`config.mk`:
```
export PLATFORM = sky130hd
export DESIGN_NAME = top_k_fitness_select
export DESIGN_NICKNAME = d
export VERILOG_FILES = /design/src/hdl/tkfs_pkg.sv /design/src/hdl/top_k_fitness_select.sv
export SDC_FILE = /design/constraint.sdc
export NUM_CORES = 2
export LEC_CHECK = 0
export BUFFER_PORTS_ARGS = -buffer_cell sky130_fd_sc_hd__buf_4
export CAP_MARGIN = 10
export CORE_MARGIN = 10
export CORE_UTILIZATION = 35
export CTS_CLUSTER_DIAMETER = 40
export CTS_CLUSTER_SIZE = 16
export DETAILED_ROUTE_END_ITERATION = 8
export MAX_ROUTING_LAYER = met4
export PLACE_DENSITY_LB_ADDON = 0.15
export RECOVER_POWER = 25
export SLEW_MARGIN = 20
export SYNTH_ARGS = -nofsm -noshare
export SYNTH_HDL_FRONTEND = slang
export SYNTH_SLANG_ARGS = --single-unit
```
`constraint.sdc`:
```
create_clock -name clk -period 10.9 [get_ports clk]
set_input_delay 0 -clock clk [delete_from_list [all_inputs] [get_ports clk]]
set_output_delay 0 -clock clk [all_outputs]
set_load 0.01 [all_outputs]
```
`src/hdl/tkfs_pkg.sv`:
```
// Package for the top-k fitness selection block.
// Holds the payload structs of the input and result channels and the configuration type.
// It has no dependencies.
package tkfs_pkg;

  localparam int FIELD_FIT_W = 16;
  localparam int FIELD_IDX_W = 8;
  localparam int POOL_CFG_W  = 7;

  typedef struct packed {
    logic [FIELD_FIT_W-1:0] fitness;
    logic                   last;
  } in_item_t;

  typedef struct packed {
    logic [FIELD_IDX_W-1:0] member_index;
    logic [FIELD_FIT_W-1:0] member_fitness;
    logic                   final_res;
  } out_item_t;

  typedef logic [POOL_CFG_W-1:0] pool_cfg_t;

endpackage

```
`src/hdl/top_k_fitness_select.sv`:
```
// Top-k fitness selection: a sorted pool in block memory, insertion by read-shift-write.
// A member goes straight into an empty pool, or is not inserted past the population limit; else
// the held entries are scanned from the tail, one per cycle on the single read port, each smaller
// one shifted down, with a head write (ST_PLACE) when it takes the head. A last item then issues
// each result by a read (ST_ISSUE) and an output (ST_WAIT), which an output stall can hold. Reset
// (rst_n, synchronous, active low) empties the pool and sets pool_r to 8. Depends on tkfs_pkg.
module top_k_fitness_select #(
  parameter int MAX_POOL       = 64,
  parameter int MAX_POPULATION = 256,
  parameter int FITNESS_BITS   = 16
) (
  input  logic                clk,
  input  logic                rst_n,
  input  logic                in_valid,
  output logic                in_stall,
  input  tkfs_pkg::in_item_t  in_data,
  output logic                out_valid,
  input  logic                out_stall,
  output tkfs_pkg::out_item_t out_data,
  input  logic                cfg_valid,
  output logic                cfg_ready,
  input  tkfs_pkg::pool_cfg_t cfg_data
);
  import tkfs_pkg::*;

  localparam int FB = (FITNESS_BITS < FIELD_FIT_W) ? FITNESS_BITS : FIELD_FIT_W;
  localparam int AW = (MAX_POOL > 1) ? $clog2(MAX_POOL) : 1;
  localparam int HW = $clog2(MAX_POOL + 1);
  localparam int CW = $clog2(MAX_POPULATION + 1);
  localparam logic [AW-1:0] LAST_ADDR = AW'(MAX_POOL - 1);
  localparam logic [HW-1:0] POOL_FULL = HW'(MAX_POOL);
  localparam logic [CW-1:0] POP_MAX   = CW'(MAX_POPULATION);

  typedef enum logic [4:0] {
    ST_IDLE  = 5'b00001,
    ST_SCAN  = 5'b00010,
    ST_PLACE = 5'b00100,
    ST_ISSUE = 5'b01000,
    ST_WAIT  = 5'b10000
  } state_t;

  logic [FB-1:0]          mem_fit [MAX_POOL];
  logic [FIELD_IDX_W-1:0] mem_idx [MAX_POOL];

  state_t                 state_r, state_nxt;
  logic [FB-1:0]          fit_r, fit_nxt;
  logic [FIELD_IDX_W-1:0] idx_r, idx_nxt;
  logic                   last_r, last_nxt;
  logic [AW-1:0]          j_r, j_nxt;
  logic [HW-1:0]          held_r, held_nxt;
  logic [CW-1:0]          arr_r, arr_nxt;
  logic [HW-1:0]          k_r, k_nxt;
  pool_cfg_t              pool_r, pool_nxt;
  logic                   out_valid_r, out_valid_nxt;
  out_item_t              out_r, out_nxt;

  logic [FB-1:0]          rd_fit_q;
  logic [FIELD_IDX_W-1:0] rd_idx_q;
  logic                   rd_en, wr_en;
  logic [AW-1:0]          rd_addr, wr_addr;
  logic [FB-1:0]          wr_fit;
  logic [FIELD_IDX_W-1:0] wr_idx;

  logic                   accept, out_free, done;
  logic [HW-1:0]          limit, n_emit;
  logic [AW-1:0]          start_addr;

  assign in_stall  = (state_r != ST_IDLE);
  assign accept    = in_valid && !in_stall;
  assign cfg_ready = 1'b1;
  assign out_valid = out_valid_r;
  assign out_data  = out_r;
  assign out_free  = !out_valid_r || !out_stall;

  always_comb begin
    limit  = (pool_r > POOL_CFG_W'(MAX_POOL)) ? POOL_FULL : HW'(pool_r);
    n_emit = (held_r < limit) ? held_r : limit;
    start_addr = (held_r == POOL_FULL) ? LAST_ADDR : AW'(held_r - HW'(1));
  end

  always_comb begin
    state_nxt     = state_r;
    fit_nxt       = fit_r;
    idx_nxt       = idx_r;
    last_nxt      = last_r;
    j_nxt         = j_r;
    held_nxt      = held_r;
    arr_nxt       = arr_r;
    k_nxt         = k_r;
    pool_nxt      = cfg_valid ? cfg_data : pool_r;
    out_valid_nxt = out_valid_r && out_stall;
    out_nxt       = out_r;
    rd_en         = 1'b0;
    rd_addr       = j_r;
    wr_en         = 1'b0;
    wr_addr       = j_r;
    wr_fit        = fit_r;
    wr_idx        = idx_r;
    done          = 1'b0;
    unique case (state_r)
      ST_IDLE: begin
        if (accept) begin
          fit_nxt  = in_data.fitness[FB-1:0];
          idx_nxt  = FIELD_IDX_W'(arr_r);
          last_nxt = in_data.last;
          if (arr_r < POP_MAX) begin
            arr_nxt = arr_r + CW'(1);
            if (held_r == '0) begin
              wr_en     = 1'b1;
              wr_addr   = '0;
              wr_fit    = in_data.fitness[FB-1:0];
              wr_idx    = FIELD_IDX_W'(arr_r);
              held_nxt  = HW'(1);
              state_nxt = in_data.last ? ST_ISSUE : ST_IDLE;
            end else begin
              rd_en     = 1'b1;
              rd_addr   = start_addr;
              j_nxt     = start_addr;
              state_nxt = ST_SCAN;
            end
          end else begin
            state_nxt = in_data.last ? ST_ISSUE : ST_IDLE;
          end
        end
      end
      ST_SCAN: begin
        if (rd_fit_q < fit_r) begin
          if (j_r != LAST_ADDR) begin
            wr_en   = 1'b1;
            wr_addr = j_r + AW'(1);
            wr_fit  = rd_fit_q;
            wr_idx  = rd_idx_q;
          end
          if (j_r == '0) begin
            state_nxt = ST_PLACE;
          end else begin
            rd_en   = 1'b1;
            rd_addr = j_r - AW'(1);
            j_nxt   = j_r - AW'(1);
          end
        end else begin
          if (j_r != LAST_ADDR) begin
            wr_en   = 1'b1;
            wr_addr = j_r + AW'(1);
          end
          done = 1'b1;
        end
      end
      ST_PLACE: begin
        wr_en   = 1'b1;
        wr_addr = '0;
        done    = 1'b1;
      end
      ST_ISSUE: begin
        if (n_emit == '0) begin
          held_nxt  = '0;
          arr_nxt   = '0;
          state_nxt = ST_IDLE;
        end else begin
          rd_en     = 1'b1;
          rd_addr   = AW'(k_r);
          state_nxt = ST_WAIT;
        end
      end
      ST_WAIT: begin
        if (out_free) begin
          out_valid_nxt          = 1'b1;
          out_nxt.member_index   = rd_idx_q;
          out_nxt.member_fitness = FIELD_FIT_W'(rd_fit_q);
          out_nxt.final_res      = (k_r + HW'(1) == n_emit);
          if (k_r + HW'(1) == n_emit) begin
            k_nxt     = '0;
            held_nxt  = '0;
            arr_nxt   = '0;
            state_nxt = ST_IDLE;
          end else begin
            k_nxt     = k_r + HW'(1);
            state_nxt = ST_ISSUE;
          end
        end
      end
      default: state_nxt = ST_IDLE;
    endcase
    if (done) begin
      if (held_r < POOL_FULL) begin
        held_nxt = held_r + HW'(1);
      end
      state_nxt = last_r ? ST_ISSUE : ST_IDLE;
    end
  end

  always_ff @(posedge clk) begin
    if (wr_en) begin
      mem_fit[wr_addr] <= wr_fit;
      mem_idx[wr_addr] <= wr_idx;
    end
    if (rd_en) begin
      rd_fit_q <= mem_fit[rd_addr];
      rd_idx_q <= mem_idx[rd_addr];
    end
  end

  always_ff @(posedge clk) begin
    if (!rst_n) begin
      state_r     <= ST_IDLE;
      held_r      <= '0;
      arr_r       <= '0;
      k_r         <= '0;
      pool_r      <= pool_cfg_t'(8);
      out_valid_r <= 1'b0;
    end else begin
      state_r     <= state_nxt;
      held_r      <= held_nxt;
      arr_r       <= arr_nxt;
      k_r         <= k_nxt;
      pool_r      <= pool_nxt;
      out_valid_r <= out_valid_nxt;
    end
  end

  always_ff @(posedge clk) begin
    fit_r  <= fit_nxt;
    idx_r  <= idx_nxt;
    last_r <= last_nxt;
    j_r    <= j_nxt;
    out_r  <= out_nxt;
  end

endmodule
```
# After elaboration in Yosys (flattened, before gate mapping)
# Memories as Yosys holds them, arrays and structs flattened. A register that Yosys moved wholly into a read port is not among the register bits.
# Index checks and enable logic that the tools add are counted.
# Widths: inputs -> output; s select.
[totals]
in_bits = 29
mem_count = 2
reg_bits = 92
ramBits = 1536
[op_classes]
n_mux = 74
reduce_logical = 15
addsub = 6
n_eq_ne = 19
magnitude_cmp = 5
[memory_table]
columns = ["memory", "words", "width", "rd", "rd_clocked_by_memory_dff", "write_ports", "line", "rtl"]
rows = [
  ["mem_fit", 64, 16, 1, 1, 1, "top_k_fitness_select.sv:42", "logic [FB-1:0] mem_fit [MAX_POOL];"],
  ["mem_idx", 64, 8, 1, 1, 1, "top_k_fitness_select.sv:43", "logic [FIELD_IDX_W-1:0] mem_idx [MAX_POOL];"],
]
[ops]
columns = ["cell", "n"]
rows = [
  ["$mux 16", 5],
  ["$mux 7", 11],
  ["$mux 6", 11],
  ["$mux 9", 5],
  ["$mux 8", 5],
  ["$pmux 6 s3", 2],
  ["$mux 5", 7],
  ["$pmux 16 s2", 1],
  ["$pmux 9 s3", 1],
  ["$pmux 5 s5", 1],
  ["$pmux 7 s3", 1],
  ["$lt 16x16->1", 1],
  ["$mux 4", 4],
  ["$pmux 8 s2", 1],
  ["$mux 1", 15],
  ["$add 7x1->7 const B", 2],
  ["$logic_not 7->1", 2],
  ["$ne 2x2->1 const B", 6],
  ["$ne 3x3->1 const B", 4],
  ["$pmux 6 s2", 1],
  ["$sub 6x1->6 const B", 2],
  ["$add 9x1->9 const B", 1],
  ["$lt 9x9->1 const B", 1],
  ["$eq 7x7->1", 1],
  ["other kinds (23)", 28],
]

# Longest topological paths before layout
[depth]
depth_word = 10
ltp_mapped = 18
depth_no_buf = 13

# Worst setup path after synthesis
# No wires, ideal clock.
[synth_path]
path_type = "register -> register"
start = "register held_r[0]"
end = "memory mem_fit[0][0] in the netlist's numbering (enable)"
setup_time_ns = 0.405
path_buffers = 2
required_time_ns = 10.495
arrival_ns = 3.953
period_less_slack_ns = 4.358
path_stages_with_launch = 14
path_slack_ns = 6.542
path_cell_list = "dfxtp_1 -> clkbuf_1 -> inv_1 -> ha_1 -> or3b_2 -> nor3_1 -> a31oi_1 -> nor3_1 -> nand2_1 -> a22oi_1 -> inv_1 -> or3_1 -> clkbuf_1 -> nor2_1"
[synth_via]
elab_chain_len = 7
elab_cells_between_ends = 11
cone_classes = "mux (10); reduce/logical (1)"
[synth_rtl]
columns = ["item", "line", "rtl"]
rows = [
  ["from (decl)", "top_k_fitness_select.sv:50", "logic [HW-1:0] held_r, held_nxt;"],
  ["from (signal assigned)", "top_k_fitness_select.sv:213", "held_r <= held_nxt;"],
  ["$logic_not 7->1 *", "top_k_fitness_select.sv:108", "if (held_r == '0) begin"],
  ["$mux 1", "top_k_fitness_select.sv:108", ""],
  ["$mux 1", "top_k_fitness_select.sv:106", "if (arr_r < POP_MAX) begin"],
  ["$mux 1", "top_k_fitness_select.sv:102", "if (accept) begin"],
  ["$pmux 1 s3", "top_k_fitness_select.sv:100", "unique case (state_r)"],
  ["$mux 1", "top_k_fitness_select.sv:193", "if (wr_en) begin"],
  ["$mux 1 (implied by the code)", "top_k_fitness_select.sv:194", "mem_fit[wr_addr] <= wr_fit;"],
  ["to (decl)", "top_k_fitness_select.sv:42", ""],
]
# Mark *: on every way between the ends. The rest lies on a longest branch, timed or not.

# Final worst setup path
[layout_path]
start = "register rd_fit_q[1] (read register of mem_fit)"
end = "memory mem_idx[13][0] (data pin)"
[layout_via]
elab_chain_len = 3
[layout_rtl]
columns = ["item", "line", "rtl"]
rows = [
  ["from (decl)", "top_k_fitness_select.sv:57", "logic [FB-1:0] rd_fit_q;"],
  ["$lt 16x16->1", "top_k_fitness_select.sv:127", "if (rd_fit_q < fit_r) begin"],
  ["$mux 8", "top_k_fitness_select.sv:127", ""],
  ["$pmux 8 s2", "top_k_fitness_select.sv:100", ""],
  ["named net wr_idx[0]", "top_k_fitness_select.sv:62", "logic [FIELD_IDX_W-1:0] wr_idx;"],
  ["to (decl)", "top_k_fitness_select.sv:43", ""],
]
# The timed path passes the listed nets, and every way through them passes these cells.

==> results.md <==
- Status: finished with violations
- Failing checks: capacitance limit, slew limit
- Area contributors post-synth: edfxtp_1 (69%), nor4bb_1 (4.0%), o31ai_1 (3.1%), a21oi_1 (2.9%), and3_1 (2.6%)
- Initial antenna violation count: 9
- GR Util met2: 0.334
- Highest Clock Rate: 0.127 GHz
- Leakage power: 28.2 nW
- CP max FO: 64
- Fill count: 18.1k
- Final worst setup slack: 3.04 ns
- Worst EP arrival: 7.90 ns
- Grt total ovfl: 0
- R2R Setup Slk: 3.04 ns
- Final setup vio count: 0
- Die width: 467 µm
- DIE HEIGHT: 467 µm
- Largest net degree at the start of global routing: 166
- Most common flop cell mapped by yosys: edfxtp_1
- Starting Density: 0.353
- Met3 Track Usage GR: 0.0359
- Final wirelength: 241000 µm
- Post-synth top cells: edfxtp_1 (1616), a21oi_1 (405), nand2_1 (380), clkbuf_1 (372), nand3_1 (325)
- TritonCTS clock tree: built
- CP Buf/Inv Count: 2
- Pwr Density: 298 nW/µm²
- Unrepaired setup endpoints after global routing: no
- Sequential share of the synthesized area: 0.705
- CP top delay family: buffers and inverters
- Drt first pass iters: 5
- Area of the mapped netlist: 69800 µm²
- TritonCTS Buffers: 236
- DRC: 0
- Number of clock sinks: 1652
- Tmin final: 7.86 ns
- Ys async rst share: 0
- I/O pin count: 57
- Clock root cell: clkbuf_16
- R2r endpoint: mem_idx[13][0]
- Worst Hold End: arr_r[0]
- Non-filler cells, final: 8029
- Syn nets: 5102
- Synth cell types: 69
- YS warnings: 0
- Setup TNS: 0 ns
- Actual slew at the worst max-slew pin: 4.19 ns
- Share of cells above drive strength 1: 0.146
- Count leader, synth: edfxtp_1
- CP Data Required Time: 10.94 ns
- Global-route wire length before repair: 346000 µm
- Vias per Instance: 5.95
- Crit. End Element: flip-flop
- PortBufs: 55
- Vias: 47.7k
- Row count: 163
- WL/cell: 30.0 µm
- Met1 GRT Util: 0.304
- Register-to-Register Path Depth: 11
- Hold Crit Class: in -> reg
- EDFF count, synth: 1616
- Element type at the critical path start: flip-flop
- Post-DRT Antenna Nets: 0
- Mean Syn Cell Area: 13.8 µm²
- Tcrit/Tclk final: 0.721
- Max-slew violations: 704
- Worst path cell trace: ha_1 -> a21oi_1 -> o21ai_0 -> a221oi_1 -> o21a_1 -> nand2_1 -> a21oi_1 -> clkbuf_1 -> a22oi_1 -> nand2_2 -> clkbuf_1
- Post-synth top area share: 0.695
- Area Overhead vs Synth: 19.4%
- Die ar.: 218000 µm²
- Dpl hpwl: 125000 µm
- Vias in the first global route: 46.5k
- Max transition margin: -1.79
- Maximum vdd drop: 0.278 mV
- Nets: 5229
- H-tree Lvls: 4
- Clock Latency Late Sink: 0.88 ns
- Max-cap violations: 16
- Hold_sp: rst_n
- GRT Util Overall: 0.220
- Initial DRC Count: 5351
- Pre-CTS setup slack: 4.45 ns
- Clk_skew: 0.0331 ns
- DP Cell Count: 7496
- Reg2reg start: rd_fit_q[1]
- CP max stage cell: clkbuf_1
- Cells after Synth: 5044
- Gr busiest metal: met2
- Seq cells post-synth: 1652
- Area leader, netlist: edfxtp_1
- CP Class: reg -> reg
- Clock transition at the registers of the reported paths: 0.06 ns
- Hold path cells: 4
- Final hold vios: 0
- Crit-path max cell delay: 2.92 ns
- Routability Congestion: 0.829
- Post_cts resized: 0
- CTS Buffer Depth: 3
- Core Area: 198000 µm²
report_power, final:
group / internal [mW] / leakage [nW] / total (mW) / switching (mW)
clock: 5.08 / 4.10 / 8.15 / 3.07
combinational: 2.54 / 9.19 / 8.70 / 6.16
sequential: 7.82 / 14.9 / 7.99 / 0.166
worst max path at each step:
stage / from / to / slack [ns] / depth (start not counted)
5_1_grt: rd_fit_q[10] / mem_idx[13][0] / 2.81 / 11
4_1_cts: rd_fit_q[1] / rd_fit_q[4] / 4.42 / 14
2_1_floorplan: held_r[0] / mem_fit[0][0] / 6.54 / 13
3_3_place_gp: rd_fit_q[1] / rd_idx_q[4] / 2.75 / 14
3_5_place_dp: rd_fit_q[1] / rd_fit_q[4] / 4.45 / 14
6_report: rd_fit_q[1] / mem_idx[13][0] / 3.04 / 11
through the flow:
step / hold slack (ns) / area, µm² / total power [mW] / utilization
after floorplan: 0.0989 / 69800 / 12.8 / -
after detailed placement: 0.192 / 74200 / 16.7 / 0.375
after global routing: 0.294 / 83300 / 25.8 / 0.421
after global placement: 0.195 / 74000 / 16.6 / 0.374
after CTS: 0.232 / 83400 / 24.9 / 0.422
final: 0.279 / 83400 / 24.8 / 0.421
timing repair:
action,4_1_cts,5_1_grt
hold endpoints to repair,79,0
setup buffers,0,0
hold buffers,69,0
state kept, by name (all words and copies together) (netlist names), 6 cells and up:
register,flops
arr_r,9
fit_r,16
held_r,7
idx_r,8
j_r,6
k_r,7
mem_fit,1024
mem_idx,512
out_data,25
pool_r,7
rd_fit_q,16
rd_idx_q,8
routing by layer:
layer  share of wire  routed length [µm]
met5               0                   0
met4           0.027                6550
met3           0.062               15000
met1            0.45              109000
met2            0.46              110000
tightest hold or removal path, cell delays in order:
cell           delay (ns)
dlygate4sd3_1        0.52
buf_4                0.14
nand2_1              0.28
nor2_1               0.17
cells in the final DEF (no fill, tap or decap), types with 30 or more instances in the layout:
cell type,synthesis,final
inv_1,37,37
edfxtp_1,1616,1616
nor2_1,122,59
o21ai_0,29,30
clkbuf_16,0,236
clkbuf_1,372,76
nor2_2,0,37
nand2_1,380,359
nor4bb_1,276,276
and4_1,34,31
nand3_1,325,324
and3_1,286,286
dfxtp_1,36,36
buf_4,21,195
bufinv_16,0,44
a32o_1,92,92
a21oi_1,405,404
o31ai_1,284,284
nand4_1,285,285
dlygate4sd3_1,0,69
a2111oi_0,93,41
clkinv_2,0,35
cells by family (layout without fill, tap and decap cells):
group           after synthesis  count (layout)  share of synthesized area
flops                      1652            1652                      0.705
fa+ha+maj                    29              29                    0.00520
buf+inv                     512             847                     0.0309
other cells                   1              11                  0.0000537
compound gates             1003            1003                     0.0983
mux                          34              34                    0.00496
xor+xnor                     20              20                    0.00251
simple gates               1793            1793                      0.153
area by class of cell:
cell class | count | area, µm² | share of cell area
clock inverters | 186 | 2480 | 0.0297
flip-flops and latches | 1652 | 49200 | 0.591
diodes | 10 | 25.0 | 0.000300
clock buffers | 260 | 6020 | 0.0722
well taps | 2640 | 3300 | 0.0396
repair buffers | 362 | 3060 | 0.0367
multi-input cells | 2880 | 19100 | 0.229
inverters | 39 | 146 | 0.00176
Power figures use the tool's default switching activity.
